[config.mk]
export PLATFORM = sky130hd
export DESIGN_NAME = key_matrix_scan_debounce
export DESIGN_NICKNAME = d
export VERILOG_FILES = /design/src/hw/rtl/kmsd_pkg.sv /design/src/hw/rtl/key_matrix_scan_debounce.sv /design/src/hw/rtl/kmsd_deadline_unit.sv
export SDC_FILE = /design/constraint.sdc
export NUM_CORES = 1
export LEC_CHECK = 0
export BUFFER_PORTS_ARGS = -buffer_cell sky130_fd_sc_hd__buf_2
export CAP_MARGIN = 20
export CORE_MARGIN = 2
export CORE_UTILIZATION = 55
export CTS_BUF_LIST = sky130_fd_sc_hd__clkbuf_16
export DETAILED_ROUTE_END_ITERATION = 12
export PLACE_DENSITY_LB_ADDON = 0.05
export SKIP_CTS_REPAIR_TIMING = 1
export SYNTH_ARGS = -nofsm -noshare
export SYNTH_HDL_FRONTEND = slang
export SYNTH_HIERARCHICAL = 1
export SYNTH_SLANG_ARGS = --single-unit
[constraint.sdc]
create_clock -name clk -period 5.4 [get_ports clk]
set_clock_uncertainty 0.1 [all_clocks]
set_input_delay 0.27 -clock clk [delete_from_list [all_inputs] [get_ports clk]]
set_output_delay 0.27 -clock clk [all_outputs]
set_load 0.05 [all_outputs]
[src/hw/rtl/kmsd_pkg.sv]
// Shared constants, types and state codes of the key matrix scanner.
`timescale 1ns / 1ps
package kmsd_pkg;

  localparam int TIME_W     = 32;
  localparam int DIGIT_W    = 8;
  localparam int N_DIGITS   = TIME_W / DIGIT_W;
  localparam int DCNT_W     = $clog2(N_DIGITS);
  localparam int COL_W      = 16;
  localparam int IDX_W      = 4;
  localparam int DT_W       = 8;
  localparam logic [DT_W-1:0] DT_RESET = 8'd5;
  localparam int ROWS_DEF   = 8;
  localparam int COLS_DEF   = 16;
  localparam int IN_DATA_W  = COL_W + TIME_W;
  localparam int OUT_DATA_W = 2 * IDX_W;

  typedef enum logic [1:0] {
    ST_IDLE,
    ST_TIME,
    ST_SCAN
  } scan_state_t;

  // Result of one serial deadline pass.
  typedef struct packed {
    logic done;
    logic expired;
  } dl_res_t;

endpackage

[src/hw/rtl/key_matrix_scan_debounce.sv]
// Top level of the key matrix scanner with per-row debounce and key events.
`timescale 1ns / 1ps
// Each input word is one scan step for the row under the internal row pointer: the
// decoded column levels (columns at or above COLS are ignored) and a free-running
// millisecond time stamp. A change against the row's last sample restarts the row's
// deadline at time_now + debounce_time; once that deadline is reached in wrapping time
// with the sample unchanged, the sample becomes the stable row. Every column whose
// stable bit differs from what was last reported gives one output word, lowest column
// first, with tlast on the final word of the step; a step with nothing to report gives
// no word. The row pointer then advances and wraps at ROWS. A step first runs the
// deadline arithmetic through a digit-serial unit, 8 bits per cycle, then commits
// the row and walks its columns one per cycle up to the highest changed one, holding
// on a column while the result side stalls; the next word is taken only once the
// step is done. A finished event sits in the output register, so a new step may
// start while it waits. debounce_time resets to 5 and is written through the cfg
// port, which is always ready; write it only while idle.
module key_matrix_scan_debounce
  import kmsd_pkg::*;
#(
  parameter int ROWS = ROWS_DEF,
  parameter int COLS = COLS_DEF
) (
  input  logic                  clk,
  input  logic                  rst_n,
  // in_tdata: column_bits [15:0], time_now [47:16]
  input  logic                  in_tvalid,
  output logic                  in_tready,
  input  logic [IN_DATA_W-1:0]  in_tdata,
  // out_tdata: event_row [3:0], event_column [7:4]
  output logic                  out_tvalid,
  input  logic                  out_tready,
  output logic [OUT_DATA_W-1:0] out_tdata,
  // out_tuser: pressed [0]
  output logic                  out_tuser,
  // out_tlast: last_event
  output logic                  out_tlast,
  input  logic                  cfg_valid,
  output logic                  cfg_ready,
  input  logic [DT_W-1:0]       cfg_data
);

  localparam int ROW_IW = (ROWS > 1) ? $clog2(ROWS) : 1;
  localparam int COL_IW = (COLS > 1) ? $clog2(COLS) : 1;

  // Per-row state, each row read only at the row pointer.
  logic [COLS-1:0]   sampled_r  [ROWS];
  logic [COLS-1:0]   stable_r   [ROWS];
  logic [COLS-1:0]   reported_r [ROWS];
  logic              pending_r  [ROWS];
  logic [TIME_W-1:0] deadline_r [ROWS];

  scan_state_t       state_r, state_nxt;
  logic [ROW_IW-1:0] row_ptr_r, row_ptr_nxt;
  logic [DT_W-1:0]   dt_r;
  logic [COLS-1:0]   col_r;
  logic              changed_r;
  logic [COLS-1:0]   diff_sr_r, diff_sr_nxt;
  logic [COLS-1:0]   stab_sr_r, stab_sr_nxt;
  logic [COL_IW-1:0] col_cnt_r, col_cnt_nxt;
  logic              out_valid_r, out_valid_nxt;
  logic [IDX_W-1:0]  out_row_r;
  logic [IDX_W-1:0]  out_col_r;
  logic              out_press_r;
  logic              out_last_r;

  logic              in_acc;
  logic [COLS-1:0]   col_in;
  dl_res_t           dl_res;
  logic [TIME_W-1:0] dl_deadline;
  logic              commit;
  logic              passed;
  logic [COLS-1:0]   stable_new;
  logic [COLS-1:0]   diff_new;
  logic [COLS-1:0]   diff_rest;
  logic              out_free;
  logic              scan_step;
  logic              out_load;
  logic [ROW_IW-1:0] row_next;

  assign in_tready = (state_r == ST_IDLE);
  assign cfg_ready = 1'b1;
  assign in_acc    = in_tvalid && in_tready;
  assign col_in    = in_tdata[COLS-1:0];

  kmsd_deadline_unit u_deadline (
    .clk        (clk),
    .rst_n      (rst_n),
    .start      (in_acc),
    .now_i      (in_tdata[COL_W +: TIME_W]),
    .old_i      (deadline_r[row_ptr_r]),
    .dt_i       (dt_r),
    .res        (dl_res),
    .deadline_o (dl_deadline)
  );

  // A fresh change can only pass at once when the debounce time is zero.
  assign commit     = (state_r == ST_TIME) && dl_res.done;
  assign passed     = changed_r ? (dt_r == '0) : (pending_r[row_ptr_r] && dl_res.expired);
  assign stable_new = passed ? col_r : stable_r[row_ptr_r];
  assign diff_new   = stable_new ^ reported_r[row_ptr_r];

  // Column walk: one column per cycle, hold on a set bit until the output is free.
  assign diff_rest = diff_sr_r >> 1;
  assign out_free  = !out_valid_r || out_tready;
  assign scan_step = !diff_sr_r[0] || out_free;
  assign out_load  = (state_r == ST_SCAN) && diff_sr_r[0] && out_free;
  assign row_next  = (row_ptr_r == ROW_IW'(ROWS - 1)) ? '0 : row_ptr_r + 1'b1;

  always_comb begin
    state_nxt   = state_r;
    row_ptr_nxt = row_ptr_r;
    diff_sr_nxt = diff_sr_r;
    stab_sr_nxt = stab_sr_r;
    col_cnt_nxt = col_cnt_r;
    unique case (state_r)
      ST_IDLE: begin
        if (in_acc) begin
          state_nxt = ST_TIME;
        end
      end
      ST_TIME: begin
        if (dl_res.done) begin
          diff_sr_nxt = diff_new;
          stab_sr_nxt = stable_new;
          col_cnt_nxt = '0;
          if (diff_new != '0) begin
            state_nxt = ST_SCAN;
          end else begin
            // Nothing to report: advance and drop straight back to idle.
            state_nxt   = ST_IDLE;
            row_ptr_nxt = row_next;
          end
        end
      end
      ST_SCAN: begin
        if (scan_step) begin
          diff_sr_nxt = diff_rest;
          stab_sr_nxt = stab_sr_r >> 1;
          col_cnt_nxt = col_cnt_r + 1'b1;
          if (diff_rest == '0) begin
            state_nxt   = ST_IDLE;
            row_ptr_nxt = row_next;
          end
        end
      end
      default: begin
        state_nxt = ST_IDLE;
      end
    endcase
  end

  always_comb begin
    if (out_load) begin
      out_valid_nxt = 1'b1;
    end else if (out_tready) begin
      out_valid_nxt = 1'b0;
    end else begin
      out_valid_nxt = out_valid_r;
    end
  end

  always_ff @(posedge clk) begin
    if (!rst_n) begin
      state_r     <= ST_IDLE;
      row_ptr_r   <= '0;
      dt_r        <= DT_RESET;
      out_valid_r <= 1'b0;
    end else begin
      state_r     <= state_nxt;
      row_ptr_r   <= row_ptr_nxt;
      out_valid_r <= out_valid_nxt;
      if (cfg_valid && cfg_ready) begin
        dt_r <= cfg_data;
      end
    end
  end

  // Row table: store the sample on accept; settle deadline, pending, stable and reported at commit.
  always_ff @(posedge clk) begin
    if (!rst_n) begin
      for (int i = 0; i < ROWS; i++) begin
        sampled_r[i]  <= '0;
        stable_r[i]   <= '0;
        reported_r[i] <= '0;
        pending_r[i]  <= 1'b0;
        deadline_r[i] <= '0;
      end
    end else begin
      if (in_acc) begin
        sampled_r[row_ptr_r] <= col_in;
      end
      if (commit) begin
        if (changed_r) begin
          deadline_r[row_ptr_r] <= dl_deadline;
        end
        pending_r[row_ptr_r]  <= !passed && (changed_r || pending_r[row_ptr_r]);
        stable_r[row_ptr_r]   <= stable_new;
        // Every differing column is reported in this step.
        reported_r[row_ptr_r] <= stable_new;
      end
    end
  end

  always_ff @(posedge clk) begin
    diff_sr_r <= diff_sr_nxt;
    stab_sr_r <= stab_sr_nxt;
    col_cnt_r <= col_cnt_nxt;
    if (in_acc) begin
      col_r     <= col_in;
      changed_r <= (sampled_r[row_ptr_r] != col_in);
    end
    if (out_load) begin
      out_row_r   <= IDX_W'(row_ptr_r);
      out_col_r   <= IDX_W'(col_cnt_r);
      out_press_r <= stab_sr_r[0];
      out_last_r  <= (diff_rest == '0);
    end
  end

  assign out_tvalid = out_valid_r;
  assign out_tdata  = {out_col_r, out_row_r};
  assign out_tuser  = out_press_r;
  assign out_tlast  = out_last_r;

  a_scan_has_work: assert property (@(posedge clk) disable iff (!rst_n)
    (state_r == ST_SCAN) |-> (diff_sr_r != '0))
    else $error("column walk running with no changed column left");

  a_scan_exit_last: assert property (@(posedge clk) disable iff (!rst_n)
    (state_r == ST_SCAN && state_nxt == ST_IDLE) |-> (out_load && diff_rest == '0))
    else $error("column walk ended without loading the final event");

  a_row_in_range: assert property (@(posedge clk) disable iff (!rst_n)
    row_ptr_r <= ROW_IW'(ROWS - 1))
    else $error("row pointer beyond row count");

  a_accept_to_time: assert property (@(posedge clk) disable iff (!rst_n)
    in_acc |=> (state_r == ST_TIME && !in_tready))
    else $error("accepted step did not start the deadline pass");

endmodule

[src/hw/rtl/kmsd_deadline_unit.sv]
// Digit-serial deadline unit: new deadline (now + debounce) and expiry of the old one.
`timescale 1ns / 1ps
module kmsd_deadline_unit
  import kmsd_pkg::*;
(
  input  logic              clk,
  input  logic              rst_n,
  input  logic              start,
  input  logic [TIME_W-1:0] now_i,
  input  logic [TIME_W-1:0] old_i,
  input  logic [DT_W-1:0]   dt_i,
  output dl_res_t           res,
  output logic [TIME_W-1:0] deadline_o
);

  logic [TIME_W-1:0] now_sr_r, now_sr_nxt;
  logic [TIME_W-1:0] old_sr_r, old_sr_nxt;
  logic [TIME_W-1:0] sum_sr_r, sum_sr_nxt;
  logic              add_c_r, add_c_nxt;
  logic              sub_b_r, sub_b_nxt;
  logic [DCNT_W-1:0] cnt_r, cnt_nxt;
  logic              busy_r, busy_nxt;
  logic              done_r, done_nxt;
  logic              expired_r, expired_nxt;

  logic [DIGIT_W-1:0] add_dig;
  logic [DIGIT_W:0]   add_res;
  logic [DIGIT_W:0]   sub_res;
  logic               last_dig;

  // The debounce time enters in the lowest digit only.
  assign add_dig  = (cnt_r == '0) ? DIGIT_W'(dt_i) : '0;
  assign add_res  = {1'b0, now_sr_r[DIGIT_W-1:0]} + {1'b0, add_dig} + (DIGIT_W+1)'(add_c_r);
  assign sub_res  = {1'b0, now_sr_r[DIGIT_W-1:0]} - {1'b0, old_sr_r[DIGIT_W-1:0]}
                    - (DIGIT_W+1)'(sub_b_r);
  assign last_dig = (cnt_r == DCNT_W'(N_DIGITS - 1));

  always_comb begin
    now_sr_nxt  = now_sr_r;
    old_sr_nxt  = old_sr_r;
    sum_sr_nxt  = sum_sr_r;
    add_c_nxt   = add_c_r;
    sub_b_nxt   = sub_b_r;
    cnt_nxt     = cnt_r;
    busy_nxt    = busy_r;
    done_nxt    = 1'b0;
    expired_nxt = expired_r;
    if (start) begin
      now_sr_nxt = now_i;
      old_sr_nxt = old_i;
      add_c_nxt  = 1'b0;
      sub_b_nxt  = 1'b0;
      cnt_nxt    = '0;
      busy_nxt   = 1'b1;
    end else if (busy_r) begin
      // Consume one digit of each operand, lowest first.
      now_sr_nxt = now_sr_r >> DIGIT_W;
      old_sr_nxt = old_sr_r >> DIGIT_W;
      sum_sr_nxt = {add_res[DIGIT_W-1:0], sum_sr_r[TIME_W-1:DIGIT_W]};
      add_c_nxt  = add_res[DIGIT_W];
      sub_b_nxt  = sub_res[DIGIT_W];
      cnt_nxt    = cnt_r + 1'b1;
      if (last_dig) begin
        busy_nxt    = 1'b0;
        done_nxt    = 1'b1;
        // Passed when the wrapped difference has its sign bit clear.
        expired_nxt = ~sub_res[DIGIT_W-1];
      end
    end
  end

  always_ff @(posedge clk) begin
    if (!rst_n) begin
      busy_r <= 1'b0;
      done_r <= 1'b0;
      cnt_r  <= '0;
    end else begin
      busy_r <= busy_nxt;
      done_r <= done_nxt;
      cnt_r  <= cnt_nxt;
    end
  end

  always_ff @(posedge clk) begin
    now_sr_r  <= now_sr_nxt;
    old_sr_r  <= old_sr_nxt;
    sum_sr_r  <= sum_sr_nxt;
    add_c_r   <= add_c_nxt;
    sub_b_r   <= sub_b_nxt;
    expired_r <= expired_nxt;
  end

  assign res.done    = done_r;
  assign res.expired = expired_r;
  assign deadline_o  = sum_sr_r;

endmodule
==> results of run 1 <==
==> cells in the final DEF (no fill, tap or decap), types with 4 or more instances in the layout <==
cell,n
nor4_1,9
mux4_2,98
nand2b_1,8
clkinv_1,16
nand4_1,4
buf_2,71
nor3_1,7
and2_1,408
clkinv_2,10
o21ai_0,14
nor2b_1,11
buf_6,4
dlygate4sd3_1,61
mux2i_1,103
dfxtp_1,28
inv_1,59
ha_1,24
nand2_1,39
clkbuf_16,76
mux2_2,81
nor2_1,199
nor2_2,8
a21oi_1,28
xnor2_1,30
o21ai_4,10
buf_4,39
o21ai_1,7
xor2_1,9
o31ai_1,8
nand3_1,14
a22o_1,28
edfxtp_1,671
mux2i_2,8
==> per-layer routing <==
| layer | up-vias | track usage (%) | share of wire, % | wire length, um |
|---|---|---|---|---|
| met5 | - | 0 | 0 | 0 |
| met4 | 0 | 7.28 | 2.1 | 1480 |
| met3 | 98 | 3.91 | 6.3 | 4540 |
| met2 | 547 | 38.7 | 48 | 34500 |
| met1 | 8846 | 36.1 | 44 | 31800 |
| li1 | 7855 | - | - | - |
==> cell type report <==
type | instances | area, um2 | area share (%)
flip-flops and latches | 702 | 20800 | 58.8
well taps | 756 | 946 | 2.68
clock buffers | 76 | 1900 | 5.38
multi-input cells | 1207 | 9920 | 28.1
repair buffers | 179 | 1400 | 3.96
diodes | 2 | 5.00 | 0.0142
inverters | 36 | 135 | 0.382
clock inverters | 54 | 263 | 0.743
==> cells by family (layout without fill, tap and decap cells) <==
group,Yosys count,in the layout,share of synthesized area [%]
simple gates,732,732,12.7
flops,702,702,66.4
mux,290,290,13.6
buf+inv,160,345,2.35
compound gates,117,117,2.61
xor+xnor,39,39,1.09
fa+ha+maj,27,27,1.15
other cells,2,4,0.0240
==> Yosys cell counts (2+ instances only) <==
master      n  area share, %
nand2_1    39           0.47
conb_1      2          0.024
nand4_1     4          0.080
clkbuf_1   83            1.0
mux2i_2     8           0.35
o21ai_1     2          0.032
fa_1        3           0.19
nor2_1    207            2.5
mux2i_1   103            3.3
dfxtp_1    31            2.0
xor2_1      9           0.25
inv_1      35           0.42
o311ai_0    2          0.056
nand2b_1    8           0.16
and2_1    409            8.2
buf_2      20           0.32
a22o_1     28           0.78
buf_6      10           0.36
or2_2       2          0.040
a211oi_1    2          0.048
a22oi_1     3          0.072
o21a_1      3          0.072
nor3b_1     2          0.048
o31ai_1     8           0.19
and3_1      3          0.060
buf_1       2          0.024
nor4_1      9           0.18
o21ai_0    29           0.46
nand3_1    14           0.22
a21oi_1    28           0.45
edfxtp_1  671             64
mux2_2     81            2.9
buf_4       9           0.22
mux4_2     98            7.1
ha_1       24           0.96
nor3_1      7           0.11
nand3b_1    3          0.072
xnor2_1    30           0.84
nor2b_1    13           0.26
==> flip-flops by register name (all words and copies together) (netlist names), 2 cells and up, named ones only <==
name                   count
diff_sr_r                 16
stab_sr_r                 16
u_deadline/old_sr_r       32
reported_r               128
pending_r                  8
u_deadline/now_sr_r       32
dt_r                       8
state_r                    2
sampled_r                128
deadline_r               256
u_deadline/cnt_r           2
out_col_r                  4
col_cnt_r                  4
col_r                     16
out_row_r                  3
u_deadline/deadline_o     32
row_ptr_r                  3
==> metrics by stage <==
step	total power, mW	utilization (%)	worst slack [ps]	instance area [um2]
5_1_grt	12.0	62.8	1460	35300
4_1_cts	11.6	61.7	1610	34700
6_report	11.6	62.8	1630	35300
2_1_floorplan	6.79	-	1080	31300
3_3_place_gp	7.03	57.7	1630	32500
3_5_place_dp	7.05	57.8	1610	32500
==> power breakdown <==
part           switching (mW)  total (mW)  internal [mW]
Sequential              0.108        6.32           6.21
Clock                    2.07        4.61           2.54
Combinational           0.390       0.655          0.265
==> final timing paths <==
path	start	endpoint	slack [ps]	depth (start not counted)
max	register	register	1630	8
min	cfg_valid	dt_r[7]	8	3
max reg2reg	register	register	1630	8
min reg2reg	pending_r[0]	pending_r[0]	380	2
==> worst max-delay path: cells and delay by family (launching register included) <==
| family | cells | cell delay [ps] |
|---|---|---|
| AO/OA/AOI/OAI | 3 | 930 |
| XOR/XNOR | 1 | 160 |
| flip-flops | 1 | 780 |
| multiplexers | 1 | 160 |
| AND/OR/NAND/NOR | 3 | 1490 |
==> flow_metrics.py, run 1 <==
metrics = {
    "run_status": {
        "outcome": "completed",
    },
    "clocking": {
        "clock_latency_ps": 620,
        "clock_sinks": 702,
        "cts_buffer_depth": 3,
        "cts.clk_slew.worst_paths_ps": 60,
        "cts_made_buffers": 74,
        "cts_tree": "built",
        "htreeDepth": 3,
        "clock-root-buffer": "clkbuf_16",
    },
    "floorplan": {
        "die-height_um": 242,
        "start_util_pct": 55.6,
        "rows": 87,
        "die_area_um2": 58800,
        "coreArea_um2": 56300,
        "io_pins": 74,
        "chipWidth_um": 242,
    },
    "timing": {
        "drv_slew": 0,
        "hold_slack_ps": 8.44,
        "rsz0062_at_grt": "no",
        "clock.fmax_mhz": 265,
        "tightest_slew_ps": 1130,
        "fin_crit_sh_pct": 69.9,
        "finalSetupViolCount": 0,
        "period_minus_slack_ps": 3770,
        "finalHoldViolations": 0,
        "finalSetupTns_ps": 0,
        "slew_headroom_pct": 22.3,
    },
    "cells_and_area": {
        "fillers": 4188,
        "areaGrowthSynthToFinish_pct": 13.0,
        "drive_gt1_share_pct": 19.2,
        "instances_no_fill": 3012,
        "layout.nets": 2288,
    },
    "place": {
        "gp_congestion": 0.853,
        "portBuffers": 71,
        "dp_cells": 2818,
        "hpwlAfterDp_um": 41700,
    },
    "routing": {
        "ant_nets": 0,
        "drcViolationCount": 0,
        "num_vias": 17346,
        "drt-total-wl_um": 72300,
        "drt_iter0_drc": 1638,
        "viasPerCell": 5.76,
        "wire_per_inst_um": 24.0,
        "drtPass1Iterations": 5,
    },
    "hold_path": {
        "worst_hold_path_type": "input port to register",
    },
    "pwr": {
        "leakagePower_nw": 12.7,
        "power_density_nw_per_um2": 328,
        "ir_worst_vdd_uv": 293,
    },
    "synthesis": {
        "yosysUniqueCellTypes": 64,
        "syn_area_um2": 31300,
        "yosys_most_used_dff": "edfxtp_1",
        "avgSynthCellArea_um2": 15.1,
        "ys_seq_area_share_pct": 66.4,
        "synthCells": 2069,
        "synthesis.nets": 2157,
        "synth.ff_latch_count": 702,
        "synth-edff-count": 671,
        "yosys_warnings": 6,
        "async_flop_share_pct": 0,
    },
    "critical_path": {
        "max_stage_delay_ps": 800,
        "crit_path_end_kind": "register",
        "crit_path_start_kind": "register",
        "cp.required_ps": 5790,
        "worstPathArrival_ps": 4160,
        "cp_max_fo": 39,
        "path_cells": "nor2b_2 > a22o_1 > nor2_1 > xor2_1 > or4_1 > o41ai_4 > a22oi_4 > mux2i_1",
        "critPathKind": "register to register",
        "cp_slowest_cell": "nor2b_2",
    },
    "grt": {
        "grt_pass1_vias": 17535,
        "antenna_found_initial": 2,
        "grt_usage_pct": 24.7,
        "grt_pass1_wl_um": 109000,
        "gr-total-overflow": 0,
        "grt_max_degree": 87,
    },
    "flow_run": {
        "drv_cap": 0,
    },
}
Power figures use the tool's default switching activity.
==> inputs of run 2 (changes only) <==
- clock period: 5.4 -> 3.6 ns (I/O delays scaled with it)
==> run 2 against run 1 <==
Net effect: hold slack better by 290 ps; critical path type unchanged; first-iteration DRC count shrank 17%; die area stayed put; sequential cell count unchanged; global-route usage is 0.47 points higher; cell area increased by 1.6%; core utilization increased by 1.0 points; sequential share of layout area shrank 0.92 points; clock power increased by 60%; via count increased by 1.2%.
==> flow_metrics.py, run 2 (same netlist as run 1, synthesis figures left out) <==
metrics = {
    "cells_and_area": {
        "layout.nets": 2329,
        "largest_reg_flops": 256,
        "final_common_cell": "edfxtp_1",
        "largestRegisters": "deadline_r (256), reported_r (128), sampled_r (128)",
        "multi_input_area_um2": 9920,
        "areaGrowthSynthToFinish_pct": 14.8,
        "top_register": "deadline_r",
        "seq_area_um2": 20800,
        "final_cell_mix": "671 x edfxtp_1, 408 x and2_1, 199 x nor2_1",
        "drive_gt1_share_pct": 20.5,
        "fillers": 4092,
        "fin_util_pct": 63.8,
    },
    "critical_path": {
        "cp_max_fo": 57,
        "reg2reg_depth": 9,
        "critPathKind": "register to register",
        "worstPathArrival_ps": 3600,
        "crit_path_end_kind": "register",
        "crit_path_start_kind": "register",
        "cp.required_ps": 3970,
    },
    "grt": {
        "gr-total-overflow": 0,
        "grt_pass1_wl_um": 110000,
        "grt_pass1_vias": 17648,
        "grt_max_degree": 58,
        "antenna_found_initial": 2,
        "grt_usage_pct": 25.2,
    },
    "place": {
        "gp_congestion": 0.820,
        "portBuffers": 71,
        "hpwlAfterDp_um": 40500,
        "dp_slack_ps": 395,
    },
    "clocking": {
        "cts_buffer_depth": 3,
        "cts_made_buffers": 73,
        "cts_tree": "built",
        "htreeDepth": 3,
        "clock-root-buffer": "clkbuf_16",
        "clock_sinks": 702,
        "clock_latency_ps": 620,
        "cts.clk_slew.worst_paths_ps": 60,
    },
    "timing": {
        "hold_slack_ps": 296,
        "drv_slew": 0,
        "tightest_slew_ps": 1040,
        "fin_crit_sh_pct": 89.5,
        "rsz0062_at_grt": "no",
        "finalSetupViolCount": 0,
        "clock.fmax_mhz": 310,
        "setup_ws_ps": 377,
        "slew_headroom_pct": 30.5,
        "finalHoldViolations": 0,
        "period_minus_slack_ps": 3220,
    },
    "floorplan": {
        "io_pins": 74,
        "die-height_um": 242,
        "die_area_um2": 58800,
        "chipWidth_um": 242,
        "rows": 87,
        "coreArea_um2": 56300,
        "start_util_pct": 55.6,
    },
    "pwr": {
        "leakagePower_nw": 13.0,
        "power_density_nw_per_um2": 497,
        "ir_worst_vdd_uv": 388,
    },
    "routing": {
        "num_vias": 17550,
        "drtPass1Iterations": 5,
        "wire_per_inst_um": 24.0,
        "drt_iter0_drc": 1355,
        "drt-total-wl_um": 73400,
        "ant_nets": 0,
        "viasPerCell": 5.74,
        "drcViolationCount": 0,
    },
    "hold_path": {
        "min_path_cells": 3,
        "worst_hold_path_type": "input port to register",
    },
    "flow_run": {
        "drv_cap": 0,
    },
    "run_status": {
        "outcome": "completed",
    },
}
[run 2: worst max-delay path, cell delays in order (launching register included)]
cell	delay, ps
dfxtp_4	370
buf_4	750
mux4_2	350
mux2_2	160
nand2_1	80
o21ai_4	150
buf_12	230
clkinv_1	300
o21ai_1	370
o21ai_0	180
[run 2: cell type report]
cell class	count	share of cell area [%]
flip-flops and latches	702	57.9
multi-input cells	1207	27.6
clock buffers	77	5.37
repair buffers	221	5.05
well taps	756	2.63
clock inverters	55	1.08
inverters	36	0.376
diodes	1	0.00697
[run 2: metal layers]
| layer | part of all wire (%) | wire [um] | vias to the layer above | global-route usage (%) |
|---|---|---|---|---|
| met5 | 0.018 | 13 | - | 0 |
| li1 | - | - | 7926 | - |
| met2 | 48 | 34900 | 555 | 39.9 |
| met4 | 1.7 | 1220 | 2 | 6.55 |
| met3 | 6.6 | 4880 | 92 | 4.72 |
| met1 | 44 | 32400 | 8975 | 36.3 |
[run 2: metrics by stage]
step | setup TNS, ps | instances | area, um2 | total power [mW]
after global routing | 0 | 3055 | 35900 | 18.4
after global placement | 0 | 2855 | 32900 | 10.6
after detailed placement | 0 | 2855 | 32900 | 10.6
after floorplan | -6030 | 2069 | 31300 | 10.2
final | 0 | 3055 | 35900 | 17.9
after CTS | 0 | 2987 | 35200 | 17.9
[run 2: path summary, 6_finish.rpt]
kind / start / endpoint / slack [ps]
min: in_tdata[42] / u_deadline/now_sr_r[26] / 300
min reg2reg: col_cnt_r[3] / out_col_r[3] / 350
max: register / pending_r[0] / 380
max reg2reg: register / pending_r[0] / 380
[run 2: power breakdown]
group / internal [mW] / total [mW] / switching (mW)
registers: 9.31 / 9.47 / 0.160
clock network: 4.28 / 7.36 / 3.09
logic: 0.426 / 1.02 / 0.592
total: 14.0 / 17.9 / 3.84
